`src/hw/rtl/hbt_pkg.sv`:
```
`timescale 1ns / 1ps
`default_nettype none

package hbt_pkg;

    localparam int NUM_VALUES      = 256;
    localparam int VALUE_BITS      = 8;
    localparam int RANK_COUNT_BITS = 32;
    localparam int TOP_ENTRIES_DEF = 16;
    localparam int COUNT_BITS_DEF  = 32;
    localparam int QUEUE_DEPTH     = 4;

    // One data word as it travels from the front to the back.
    typedef struct packed {
        logic [VALUE_BITS-1:0] data;
        logic                  last;
    } t_item;

    // Control that goes with each candidate the counter scan hands to the ranker.
    typedef struct packed {
        logic start;
        logic cand_valid;
        logic done;
    } t_scan_ctl;

endpackage

`default_nettype wire

```
`src/hw/rtl/hbt_rank.sv`:
```
`timescale 1ns / 1ps
`default_nettype none

module hbt_rank #(
    parameter int TOP_ENTRIES = hbt_pkg::TOP_ENTRIES_DEF,
    parameter int COUNT_BITS  = hbt_pkg::COUNT_BITS_DEF
) (
    input  wire                                  i_clk,
    input  wire                                  i_rst_n,
    input  hbt_pkg::t_scan_ctl                   i_ctl,
    input  wire [hbt_pkg::VALUE_BITS-1:0]        i_cand_value,
    input  wire [COUNT_BITS-1:0]                 i_cand_count,
    output logic                                 o_idle,
    output logic                                 o_out_valid,
    input  wire                                  i_out_stall,
    output logic [hbt_pkg::VALUE_BITS-1:0]       o_rank_value,
    output logic [hbt_pkg::RANK_COUNT_BITS-1:0]  o_rank_count,
    output logic                                 o_rank_last
);

    localparam int VB    = hbt_pkg::VALUE_BITS;
    localparam int IDX_W = (TOP_ENTRIES > 1) ? $clog2(TOP_ENTRIES) : 1;

    localparam logic [1:0] R_IDLE = 2'd0;
    localparam logic [1:0] R_SCAN = 2'd1;
    localparam logic [1:0] R_OUT  = 2'd2;

    logic [1:0]            r_state;
    logic [IDX_W-1:0]      r_idx;
    logic [VB-1:0]         r_val [TOP_ENTRIES];
    logic [COUNT_BITS-1:0] r_cnt [TOP_ENTRIES];
    logic [VB-1:0]         n_val [TOP_ENTRIES];
    logic [COUNT_BITS-1:0] n_cnt [TOP_ENTRIES];
    logic [TOP_ENTRIES-1:0] gt;
    logic [TOP_ENTRIES-1:0] gt_prev;
    logic                  out_take;
    logic                  sorted_ok;

    assign o_idle      = (r_state == R_IDLE);
    assign o_out_valid = (r_state == R_OUT);
    assign out_take    = o_out_valid && !i_out_stall;

    // The list stays in descending count order. A candidate goes in front of
    // the first entry it strictly beats, so on a tie the earlier (lower) value
    // keeps its place.
    always_comb begin
        for (int j = 0; j < TOP_ENTRIES; j++) begin
            gt[j] = i_cand_count > r_cnt[j];
        end
        gt_prev = gt << 1;
        for (int j = 0; j < TOP_ENTRIES; j++) begin
            n_val[j] = r_val[j];
            n_cnt[j] = r_cnt[j];
            if (i_ctl.start) begin
                n_val[j] = '0;
                n_cnt[j] = '0;
            end else if (i_ctl.cand_valid) begin
                if (gt[j] && !gt_prev[j]) begin
                    n_val[j] = i_cand_value;
                    n_cnt[j] = i_cand_count;
                end else if (gt[j]) begin
                    n_val[j] = r_val[(j > 0) ? j - 1 : 0];
                    n_cnt[j] = r_cnt[(j > 0) ? j - 1 : 0];
                end
            end else if (out_take) begin
                if (j < TOP_ENTRIES - 1) begin
                    n_val[j] = r_val[(j < TOP_ENTRIES - 1) ? j + 1 : j];
                    n_cnt[j] = r_cnt[(j < TOP_ENTRIES - 1) ? j + 1 : j];
                end else begin
                    n_val[j] = '0;
                    n_cnt[j] = '0;
                end
            end
        end
    end

    always_ff @(posedge i_clk) begin
        for (int j = 0; j < TOP_ENTRIES; j++) begin
            r_val[j] <= n_val[j];
            r_cnt[j] <= n_cnt[j];
        end
    end

    always_ff @(posedge i_clk) begin
        if (!i_rst_n) begin
            r_state <= R_IDLE;
            r_idx   <= '0;
        end else begin
            unique case (r_state)
                R_IDLE: begin
                    if (i_ctl.start) begin
                        r_state <= R_SCAN;
                    end
                end
                R_SCAN: begin
                    if (i_ctl.done) begin
                        r_state <= R_OUT;
                        r_idx   <= '0;
                    end
                end
                R_OUT: begin
                    if (out_take) begin
                        r_idx <= r_idx + IDX_W'(1);
                        if (r_idx == IDX_W'(TOP_ENTRIES - 1)) begin
                            r_state <= R_IDLE;
                        end
                    end
                end
                default: begin
                    r_state <= R_IDLE;
                end
            endcase
        end
    end

    assign o_rank_value = r_val[0];
    assign o_rank_last  = (r_idx == IDX_W'(TOP_ENTRIES - 1));

    if (COUNT_BITS > hbt_pkg::RANK_COUNT_BITS) begin : g_sat
        assign o_rank_count = (|r_cnt[0][COUNT_BITS-1:hbt_pkg::RANK_COUNT_BITS]) ?
                              '1 : r_cnt[0][hbt_pkg::RANK_COUNT_BITS-1:0];
    end else begin : g_ext
        assign o_rank_count = hbt_pkg::RANK_COUNT_BITS'(r_cnt[0]);
    end

    always_comb begin
        sorted_ok = 1'b1;
        for (int j = 0; j < TOP_ENTRIES - 1; j++) begin
            if (r_cnt[j] < r_cnt[(j < TOP_ENTRIES - 1) ? j + 1 : j]) begin
                sorted_ok = 1'b0;
            end
        end
    end

    a_sorted: assert property (@(posedge i_clk) disable iff (!i_rst_n)
        (r_state != R_IDLE) |-> sorted_ok)
        else $error("ranking list out of order");

    a_start_idle: assert property (@(posedge i_clk) disable iff (!i_rst_n)
        i_ctl.start |-> (r_state == R_IDLE))
        else $error("scan started while a ranking is still out");

    a_last_ends: assert property (@(posedge i_clk) disable iff (!i_rst_n)
        (out_take && o_rank_last) |=> (r_state == R_IDLE))
        else $error("ranking did not end after its final word");

endmodule

`default_nettype wire

```
`config.mk`:
```
export PLATFORM = sky130hd
export DESIGN_NAME = hbt_rank
export DESIGN_NICKNAME = d
export VERILOG_FILES = /design/src/hw/rtl/hbt_pkg.sv /design/src/hw/rtl/hbt_rank.sv
export SDC_FILE = /design/constraint.sdc
export NUM_CORES = 2
export LEC_CHECK = 0
export BUFFER_PORTS_ARGS = -buffer_cell sky130_fd_sc_hd__buf_2
export CAP_MARGIN = 30
export CORE_MARGIN = 3
export CORE_UTILIZATION = 40
export CTS_CLUSTER_SIZE = 12
export DETAILED_ROUTE_END_ITERATION = 8
export GPL_TIMING_DRIVEN = 0
export MAX_ROUTING_LAYER = met4
export PLACE_DENSITY = 0.65
export SYNTH_ARGS = -nofsm -noshare
export SYNTH_HDL_FRONTEND = slang
export SYNTH_SLANG_ARGS = --single-unit
```
`constraint.sdc`:
```
create_clock -name i_clk -period 4.65 [get_ports i_clk]
set_input_delay 0.2325 -clock i_clk [delete_from_list [all_inputs] [get_ports i_clk]]
set_output_delay 0.2325 -clock i_clk [all_outputs]
set_load 0.01 [all_outputs]
```
==> impl_metrics.csv <==
group,metric,value,unit
run_status,status,"completed",
grt,grt_pass1_wl,265400,microns
routing,post_drt_wl_per_cell,26.09,microns
yosys,syn_inst,5332,
clocking,root_buffer,"clkbuf_16",
sta,grt_setup_unrepaired,"no",
yosys,synth_edf_count,0,
routing,drt_iter0_drc,4984,
worst_setup_path,ff2ff_setup_slack,170,ps
cells_and_area,nFillCells,10840,
yosys,yosys.area.top_type,"dfxtp_1",
sta,whs,120.5,ps
sta,fin_crit,4482,ps
worst_setup_path,cp_cell_sequence,"inv_1 -> ha_1 -> nand4_1 -> nor4_1 -> nand3_1 -> o311ai_0 -> a21oi_1 -> nor3_2 -> buf_2 -> a22oi_1 -> o21ai_0",
worst_hold_path,hp-class,"in -> reg",
yosys,ys_types,74,
yosys,synth_warnings,0,
worst_setup_path,startpoint_type,"flip-flop",
yosys,async_reset_ff_share,0,%
clocking,ctsResizeCount,0,
clocking,ctsHoldBuffers,7,
sta,fmax,0.2231,GHz
grt,grt_pass1_vias,41370,
die,pin_count,89,
power_and_ir_drop,cellPowerDensity,381.9,nW/um^2
cells_and_area,layout-drive-gt1-share,6.600,%
place,gp_congestion,1.031,
yosys,yosysTopAreaCellShare,30.02,%
sta,slew_violations,0,
job,drv_cap,0,
yosys,synth_seq_cells,646,
worst_setup_path,slowest_stage,"nor4_1",
sta,finalSetupViolCount,0,
yosys,netlist_area,43080,sq um
yosys,ys.flop_type,"dfxtp_1",
routing,drt_pass1_iterations,6,
sta,finalClockSkew,24.88,ps
routing,via_count,43260,
clocking,clk_pin_slew_worst_paths,60,ps
worst_setup_path,cp_slowest_stage_delay,710,ps
worst_setup_path,worstSetupPathType,"reg -> reg",
worst_setup_path,required,5230,ps
power_and_ir_drop,peakVddDrop,0.2334,mV
yosys,syn_avg_cell_area,8.079,sq um
clocking,clk_latency,660,ps
power_and_ir_drop,power.total,0.01835,W
sta,period_share,96.39,%
yosys,syn_nets,5891,
routing,via_per_inst,6.207,
grt,grt_max_degree,23,
grt,grt_use_total,32.27,%
sta,hold_violations,0,
worst_setup_path,worst-path-buf-inv,2,
grt,antenna_found_initial,2,
die,core,106000,sq um
sta,fin_tns_setup,0,ps
power_and_ir_drop,p_leak,18.13,nW
routing,routed_wl,181800,microns
die,die-area,111700,sq um
clocking,htree_levels,3,
worst_setup_path,crit_path_end_kind,"flip-flop",
clocking,cts_tree,"yes",
die,placementRows,119,
sta,worstMarginPinSlew,1088,ps
worst_setup_path,arrival,5060,ps
cells_and_area,nets,6082,
cells_and_area,syn_to_final_growth,11.55,%
die,die_y,334.2,microns
place,portBuffers,88,
worst_setup_path,path_delay_family,"simple AND/OR/NAND/NOR gates",
yosys,synthTopCellsByArea,"dfxtp_1 30%, ha_1 15%, mux2i_1 5.8%",
clocking,cts-buffers-inserted,75,
routing,antenna_left,0,
clocking,post_cts_buffers,0,
clocking,clk_path_buf_depth,3,
die,initial_core_util,40.63,%
worst_setup_path,critPathMaxFanout,10,
routing,drc,0,
die,die_w,334.2,microns
cells_and_area,multi_input_area,26160,sq um
grt,grt-ovfl-total,0,
cells_and_area,seq_area,12930,sq um
sta,maxSlewHeadroom,27.49,%
yosys,yosysMostFrequentCell,"dfxtp_1",
yosys,synth_common_cells,"646 x dfxtp_1, 540 x inv_1, 513 x ha_1",
yosys,yosysSeqAreaShare,30.02,%
place,dp_hpwl,148700,microns
clocking,clkSinkCount,646,
==> cell type report <==
| class | instances | area share (%) |
|---|---|---|
| Sequential cell | 646 | 26.91 |
| Timing Repair Buffer | 114 | 1.547 |
| Antenna cell | 3 | 0.01562 |
| Tap cell | 1391 | 3.622 |
| Inverter | 541 | 4.226 |
| Multi-Input combinational cell | 3711 | 54.44 |
| Clock buffer | 101 | 4.429 |
| Buffer | 434 | 4.062 |
| Clock inverter | 29 | 0.7421 |
==> logic make-up after synthesis <==
| family | count (synthesis) | synth area share, % |
|---|---|---|
| and+or+nand+nor | 1312 | 13.79 |
| AOI/OAI and AO/OA | 1632 | 26.14 |
| adders and majority gates | 513 | 14.90 |
| DFF | 646 | 30.02 |
| buffers and inverters | 975 | 9.245 |
| muxes | 252 | 5.862 |
| xor gates and xnor gates | 2 | 0.04067 |
==> per-layer routing <==
layer | vias to the layer above | track usage, % | share of wire (%)
li1 | 20020 | - | -
met1 | 20940 | 41.91 | 43
met2 | 1953 | 49.46 | 44
met3 | 349 | 4.630 | 7.7
met4 | 0 | 15.21 | 5.4
met5 | - | - | 0
==> registers in the layout (all words and copies together) (netlist names) <==
register	count
r_cnt	512
r_idx	4
r_state	2
r_val	128
==> placed cells by master (no fill, tap or decap), types with 15 or more instances in the layout <==
cell       count
mux2i_1      250
nor3_1        15
a311oi_1      40
a221oi_1      54
o211ai_1      25
nand2_1      437
nand3_1      180
a221o_1       46
o31ai_1       18
a31oi_1       81
o21ai_0      396
o21ai_1       18
ha_1         513
dfxtp_1      646
buf_4         59
o22ai_1       79
a21oi_1      239
a211oi_1      23
nand2b_1      42
a21o_1        47
a22oi_1      162
nor2_1       402
nand4_1      108
clkbuf_16     78
clkinv_2      17
o2bb2ai_1     40
nor4_1        61
o32ai_1      108
o22a_1        39
o221ai_1     146
clkbuf_1     316
inv_1        540
nor2b_1       27
buf_2        150
==> worst paths after layout <==
kind | to | cells past startpoint | startpoint
worst max-delay path | r_cnt[0][97] | 11 | r_cnt[0][123]
worst min-delay path | r_val[1][27] | 4 | i_cand_value[3]
worst max register to register | r_cnt[0][97] | 11 | r_cnt[0][123]
worst min register to register | r_val[1][61] | 2 | r_val[1][61]
==> through the flow <==
step | utilization, % | instance area (sq um) | cells | setup WS [ps]
after floorplan | - | 43080 | 5332 | 1935
after global placement | 42.69 | 45260 | 6811 | -360.5
after detailed placement | 42.90 | 45480 | 6829 | 219.2
after CTS | 45.31 | 48030 | 6966 | 446.2
after global routing | 45.32 | 48050 | 6969 | 10.97
final | 45.33 | 48050 | 6970 | 168.0
==> power by group <==
part / internal, W / switching, W / total (W) / leakage, nW
Sequential: 0.00614 / 0.000672 / 0.00681 / 5.29
Clock: 0.00360 / 0.00265 / 0.00625 / 1.23
Combinational: 0.00193 / 0.00336 / 0.00529 / 11.6
==> worst register-to-register path, delay by kind of cell, from the launching register on <==
family	cells	cell delay [ps]
simple gates	4	2010
buf+inv	2	520
compound gates	4	1160
flops	1	410
fa+ha+maj	1	320
Note: power is estimated with default switching activity, not from simulation.
