<file path="src/hw/rtl/hbt_pkg.sv">
`timescale 1ns / 1ps
`default_nettype none

package hbt_pkg;

    localparam int NUM_VALUES      = 256;
    localparam int VALUE_BITS      = 8;
    localparam int RANK_COUNT_BITS = 32;
    localparam int TOP_ENTRIES_DEF = 16;
    localparam int COUNT_BITS_DEF  = 32;
    localparam int QUEUE_DEPTH     = 4;

    // One data word as it travels from the front to the back.
    typedef struct packed {
        logic [VALUE_BITS-1:0] data;
        logic                  last;
    } t_item;

    // Control that goes with each candidate the counter scan hands to the ranker.
    typedef struct packed {
        logic start;
        logic cand_valid;
        logic done;
    } t_scan_ctl;

endpackage

`default_nettype wire

</file>
<file path="src/hw/rtl/hbt_front.sv">
`timescale 1ns / 1ps
`default_nettype none

module hbt_front (
    input  wire                             i_clk,
    input  wire                             i_rst_n,
    input  wire                             i_in_valid,
    output logic                            o_in_stall,
    input  wire [hbt_pkg::VALUE_BITS-1:0]   i_data_byte,
    input  wire                             i_end_of_set,
    output logic                            o_item_avail,
    output hbt_pkg::t_item                  o_item,
    input  wire                             i_pop
);

    localparam int PTR_W = $clog2(hbt_pkg::QUEUE_DEPTH);
    localparam int CNT_W = $clog2(hbt_pkg::QUEUE_DEPTH + 1);

    hbt_pkg::t_item r_queue [hbt_pkg::QUEUE_DEPTH];
    logic [PTR_W-1:0] r_wr_ptr;
    logic [PTR_W-1:0] r_rd_ptr;
    logic [CNT_W-1:0] r_count;
    logic             push;
    logic             pop;

    assign o_in_stall   = (r_count == CNT_W'(hbt_pkg::QUEUE_DEPTH));
    assign o_item_avail = (r_count != '0);
    assign o_item       = r_queue[r_rd_ptr];
    assign push         = i_in_valid && !o_in_stall;
    assign pop          = i_pop && o_item_avail;

    always_ff @(posedge i_clk) begin
        if (push) begin
            r_queue[r_wr_ptr] <= '{data: i_data_byte, last: i_end_of_set};
        end
    end

    always_ff @(posedge i_clk) begin
        if (!i_rst_n) begin
            r_wr_ptr <= '0;
            r_rd_ptr <= '0;
            r_count  <= '0;
        end else begin
            if (push) begin
                r_wr_ptr <= r_wr_ptr + PTR_W'(1);
            end
            if (pop) begin
                r_rd_ptr <= r_rd_ptr + PTR_W'(1);
            end
            r_count <= r_count + CNT_W'(push) - CNT_W'(pop);
        end
    end

endmodule

`default_nettype wire

</file>
<file path="config.mk">
export PLATFORM = sky130hd
export DESIGN_NAME = hbt_front
export DESIGN_NICKNAME = d
export VERILOG_FILES = /design/src/hw/rtl/hbt_pkg.sv /design/src/hw/rtl/hbt_front.sv
export SDC_FILE = /design/constraint.sdc
export NUM_CORES = 1
export LEC_CHECK = 0
export BUFFER_PORTS_ARGS = -buffer_cell sky130_fd_sc_hd__buf_2
export CAP_MARGIN = 20
export CORE_ASPECT_RATIO = 1.2
export CORE_MARGIN = 1.5
export CORE_UTILIZATION = 30
export DETAILED_ROUTE_END_ITERATION = 10
export MAX_ROUTING_LAYER = met4
export PLACE_DENSITY = 0.52
export SETUP_SLACK_MARGIN = 0.5
export SYNTH_ARGS = -nofsm -noshare
export SYNTH_HDL_FRONTEND = slang
export SYNTH_SLANG_ARGS = --single-unit
</file>
<file path="constraint.sdc">
create_clock -name i_clk -period 2.5 [get_ports i_clk]
set_clock_uncertainty 0.1 [all_clocks]
set_input_delay 0.625 -clock i_clk [delete_from_list [all_inputs] [get_ports i_clk]]
set_output_delay 0.625 -clock i_clk [all_outputs]
set_load 0.03 [all_outputs]
</file>
==> metrics.yaml, run 1 <==
sta:
  setup_tns_ns: 0
  fmax_mhz: 453
  slew_headroom: 0.663
  final_hold_viol_count: 0
  worstMarginPinSlew_ns: 0.505
  rsz0062_at_grt: "yes"
  setup_viol: 0
  layout_min_cycle_time_ns: 2.21
  drv_slew: 0
  post-route-period-util: 0.883
  fin_hold_ws_ns: 0.410
floorplanning:
  die_h_um: 87.4
  fp.coreArea_um2: 5710
  rows: 30
  die_x_um: 73.3
  dieArea_um2: 6400
  top_level_ports: 24
  start_util: 0.312
cells_and_area:
  diodes: 0
  drive_above_1_share: 0.485
  layout_commonest_cell: "edfxtp_1"
  final_nets: 151
  final_cell_mix: "edfxtp_1, buf_2, buf_6, mux4_2, buf_4"
  layout.cells.non_filler: 212
  syn2layout_area_growth_pct: 28.9
logic_synthesis:
  synth_compound_area_frac: 0.0105
  synth_top_family_by_area: "multiplexers"
  seq_area_frac_synth: 0.709
  ys_ff_latch: 45
  syn_area_per_cell_um2: 18.7
  ys_warn_count: 0
  synthMuxAreaShare: 0.125
  ys_types: 18
  synth_area_um2: 1780
  synth.top_cell.area_share: 0.608
  synth_xor_area_frac: 0.0197
  synth-adder-area-share: 0.0534
  synthSimpleGateAreaFrac: 0.0584
  ys_top_cells_by_area: "edfxtp_1, mux4_2, dfxtp_1, ha_1, and2_1"
  synth_cells: 95
  synth_area_leader_cell: "edfxtp_1"
  syn-num-nets: 115
placed_design:
  place_inst: 196
  dpl.hpwl_mm: 1.93
  gp_congestion: 0.699
  port_buffers: 23
routing:
  routedWlPerCell_um: 14.6
  dr.pass1.iters: 4
  ant_nets: 0
  finalWirelength_mm: 3.09
  vias_per_cell: 4.30
  drc_errors: 0
  vias: 911
  drt_iter0_drc: 40
worst_setup_path:
  reg2reg_slack_ns: 0.39
  cp_data_required_time_ns: 1.77
  path_class: "reg -> out"
  crit_arrival_ns: 1.48
  start_kind: "flop"
  end_kind: "primary output"
  worstPathMaxFanout: 5
global_routing:
  antenna_found_initial: 0
  grt_max_degree: 15
  grt_pass1_vias: 1006
  grt_util_all_layers: 0.116
  grt_overflow: 0
  grt_pass1_wl_mm: 5.20
min_path:
  hp-class: "reg -> reg"
clock_tree:
  ctsHoldBuffers: 0
  ctsHtreeMaxLevel: 2
  root_buffer: "clkbuf_8"
  clkTransAtPathRegs_ns: 0.08
  cts-buffers-inserted: 5
  cts_tree: "built"
  cts_sinks: 45
  clock_latency_ns: 0.29
  cts_buffer_depth: 2
pwr:
  p_int_mw: 1.65
  seq_power_share: 0.422
  clockPowerShare: 0.177
  ir_worst_vdd_mv: 0.639
  p_sw_frac: 0.317
  p_per_area_nw_per_um2: 1050
  power_leakage_nw: 0.812
  netSwitchingPower_mw: 0.767
  p_comb_frac: 0.401
job:
  drv_cap: 0
outcome:
  status: "finished clean"
[logic make-up (layout without fill, tap and decap cells)]
logic type | after synthesis | count (layout)
compound gates | 2 | 2
xor+xnor | 4 | 4
fa+ha+maj | 7 | 7
buf+inv | 9 | 46
flops | 45 | 45
mux | 11 | 11
simple gates | 17 | 17
[per-layer routing]
layer  vias up  wire length (um)  GRT usage
li1        426                 -          -
met1       456              1240      0.138
met2        23              1630      0.180
met3         6               162     0.0405
met4         0                57     0.0455
met5         -                 0          -
[per-stage QoR]
stage	total power, mW	setup slack (ns)	utilization	cell area [um2]
6_report	2.42	0.292	0.402	2290
4_1_cts	2.44	0.261	0.400	2280
2_1_floorplan	1.53	0.135	-	1790
3_5_place_dp	1.70	0.108	0.350	2000
5_1_grt	2.58	0.225	0.402	2290
3_3_place_gp	1.68	0.147	0.350	2000
[path summary, 6_finish.rpt]
check	startpoint	end	cells after the start
setup reg to reg	r_count[2]$_SDFF_PN0_	r_count[2]$_SDFF_PN0_	9
hold / removal	r_wr_ptr[1]$_SDFFE_PN0P_	r_wr_ptr[1]$_SDFFE_PN0P_	2
setup / recovery	flop	o_item[7]	3
hold reg to reg	r_wr_ptr[1]$_SDFFE_PN0P_	r_wr_ptr[1]$_SDFFE_PN0P_	2
[sequential cells by signal, indices dropped and copies added (netlist names), named ones only]
register,flops
r_count,3
r_queue,36
r_rd_ptr,2
r_wr_ptr,2
[cells in the mapped netlist]
cell type,instances
and2_1,7
buf_2,1
buf_6,1
clkbuf_1,2
dfxtp_1,9
edfxtp_1,36
fa_1,1
ha_1,6
inv_1,5
mux2i_1,2
mux4_2,9
nand2_1,4
nor2b_1,4
nor3b_2,1
o311ai_1,1
o31a_2,1
or3_2,1
xnor2_1,4
[worst max-delay path: stages (launching register included)]
cell and delay (ns):
dfxtp_4 0.38, buf_8 0.14, mux4_2 0.51, buf_6 0.15
[power by group through the flow]
stage / registers [mW] / logic, mW / clock network, mW
finish: 1.02 / 0.970 / 0.428
global route: 1.03 / 1.06 / 0.484
CTS: 1.02 / 0.968 / 0.449
detailed placement: 1.02 / 0.681 / 0
global placement: 1.01 / 0.670 / 0
floorplan: 0.991 / 0.536 / 0
[cell type report]
class                      count  area [um2]
fill                         545        3410
sequential                    45        1280
multi-input combinational     41         528
timing repair buffer          33         280
tap                           80         100
clock buffer                   5        68.8
inverter                       5        21.3
clock inverter                 3        17.5
[what timing repair did]
item	in CTS	in global routing
resized for setup	37	1
cloned	1	0
setup buffers	6	1
pin swaps	7	2
setup endpoints to repair	12	11
Power figures use the tool's default switching activity.
==> inputs of run 2 (changes only) <==
--- a/config.mk
+++ b/config.mk
@@ -12,7 +12,7 @@
 export CORE_UTILIZATION = 30
 export DETAILED_ROUTE_END_ITERATION = 10
 export MAX_ROUTING_LAYER = met4
-export PLACE_DENSITY = 0.52
+export PLACE_DENSITY = 0.5
 export SETUP_SLACK_MARGIN = 0.5
 export SYNTH_ARGS = -nofsm -noshare
 export SYNTH_HDL_FRONTEND = slang
==> constraint.sdc (replaced) <==
create_clock -name i_clk -period 2.1 [get_ports i_clk]
set_clock_uncertainty 0.1 [all_clocks]
set_input_delay 0.525 -clock i_clk [delete_from_list [all_inputs] [get_ports i_clk]]
set_output_delay 0.525 -clock i_clk [all_outputs]
set_load 0.03 [all_outputs]
==> run 2 against run 1 <==
Against the previous run: core utilization rose by 2.8 points; global-route usage decreased by 0.25 points; non-clock buffer count grew 14; highest routed layer unchanged.
==> metrics.yaml, run 2 (same netlist as run 1, synthesis figures left out) <==
cells_and_area:
  drive_above_1_share: 0.566
  largest-register: "r_queue"
  layout_commonest_cell: "edfxtp_1"
  final_cell_mix: "edfxtp_1, buf_6, buf_4, buf_2, mux4_2"
  layout.cells.non_filler: 225
  top_regs: "r_queue x36, r_count x3"
  syn2layout_area_growth_pct: 37.8
  diodes: 0
  largest_reg_flops: 36
  final_nets: 165
sta:
  worstMarginPinSlew_ns: 0.309
  post-route-period-util: 0.993
  layout_min_cycle_time_ns: 2.08
  setup_viol: 0
  fmax_mhz: 480
  fin_hold_ws_ns: 0.349
  final.setup.worst_slack_ns: 0.0154
  final_hold_viol_count: 0
  drv_slew: 0
  slew_headroom: 0.791
  setup_tns_ns: 0
  rsz0062_at_grt: "yes"
floorplanning:
  dieArea_um2: 6400
  fp.coreArea_um2: 5710
  top_level_ports: 24
  start_util: 0.312
  rows: 30
  die_x_um: 73.3
  die_h_um: 87.4
placed_design:
  port_buffers: 23
  place_inst: 209
  dpl.hpwl_mm: 2.05
  place_ws_ns: -0.233
  gp_congestion: 0.679
min_path:
  min_path_cells: 1
  hp-class: "in -> reg"
pwr:
  power_leakage_nw: 0.906
  ir_worst_vdd_mv: 0.893
  p_per_area_nw_per_um2: 1270
  power.total_mw: 3.11
worst_setup_path:
  cp_top_family: "adder cells"
  slowest_delay_ns: 0.36
  worstPathMaxFanout: 3
  ff2ff_path_depth: 11
  crit_arrival_ns: 2.17
  end_kind: "flop"
  start_kind: "flop"
  path_class: "reg -> reg"
  cp_data_required_time_ns: 2.19
  cp.depth: 11
  crit_slowest_cell: "dfxtp_4"
  reg2reg_slack_ns: 0.02
  path_buf_inv: 3
  worstPathCellList: "nor3b_4 -> nor2b_2 -> inv_2 -> ha_4 -> inv_4 -> ha_4 -> inv_2 -> fa_2 -> xnor2_2 -> xnor2_1 -> and2_1"
global_routing:
  grt_pass1_vias: 1023
  grt_util_all_layers: 0.114
  grt_util_met1: 0.123
  grt_use_met3: 0.0394
  grt_pass1_wl_mm: 5.09
  grt_max_degree: 14
  antenna_found_initial: 0
  grt-busiest-layer: "met2"
  use_met2: 0.186
  grt_overflow: 0
routing:
  drt_iter0_drc: 33
  vias_per_cell: 4.23
  dr.pass1.iters: 2
  routedWlPerCell_um: 13.6
  finalWirelength_mm: 3.07
  vias: 952
  drc_errors: 0
  ant_nets: 0
job:
  drv_cap: 0
clock_tree:
  clkTransAtPathRegs_ns: 0.08
  ctsHtreeMaxLevel: 2
  cts_tree: "built"
  cts-buffers-inserted: 5
  root_buffer: "clkbuf_8"
  cts_buffer_depth: 2
  clock_latency_ns: 0.29
  cts_sinks: 45
outcome:
  status: "finished clean"
run 2: cell count changes in the layout (fill, tap and decap cells not counted), sizes merged:
cell      previous run  this run
buf                 33        47
bufinv               0         1
clkinv               2         1
clkinvlp             1         0
run 2: path summary, 6_finish.rpt:
check / start / to
max: r_count[2]$_SDFF_PN0_ / r_count[2]$_SDFF_PN0_
min: i_data_byte[7] / r_queue[0][8]$_DFFE_PP_
max reg2reg: r_count[2]$_SDFF_PN0_ / r_count[2]$_SDFF_PN0_
min reg2reg: r_wr_ptr[1]$_SDFFE_PN0P_ / r_wr_ptr[1]$_SDFFE_PN0P_
run 2: layout make-up:
class | count | area, um2
Inverter | 5 | 21.3
Fill cell | 538 | 3250
Clock buffer | 5 | 68.8
Multi-Input combinational cell | 41 | 541
Timing Repair Buffer | 47 | 410
Sequential cell | 45 | 1280
Clock inverter | 2 | 35.0
Tap cell | 80 | 100
run 2: metrics by stage:
stage           util  cell area, um2
6_report       0.430            2450
5_1_grt        0.430            2450
2_1_floorplan      -            1800
4_1_cts        0.422            2410
3_5_place_dp   0.368            2100
3_3_place_gp   0.368            2100
run 2: where the power goes:
part           leakage, nW  internal [mW]  switching [mW]
clock               0.0540          0.346           0.270
sequential           0.406           1.11          0.0775
combinational        0.446          0.728           0.577
run 2: per-layer routing:
metal	wire length, um	up-vias
met5	0	-
met4	74	0
met3	174	9
met2	1550	24
met1	1260	467
li1	-	452
run 2: timing repair:
action                     in CTS  in global routing
cloned                          0                  0
buffers inserted                8                  1
resized for setup              38                 12
setup endpoints to repair      14                 49
pin swaps                       5                  2
hold buffers                    0                  0
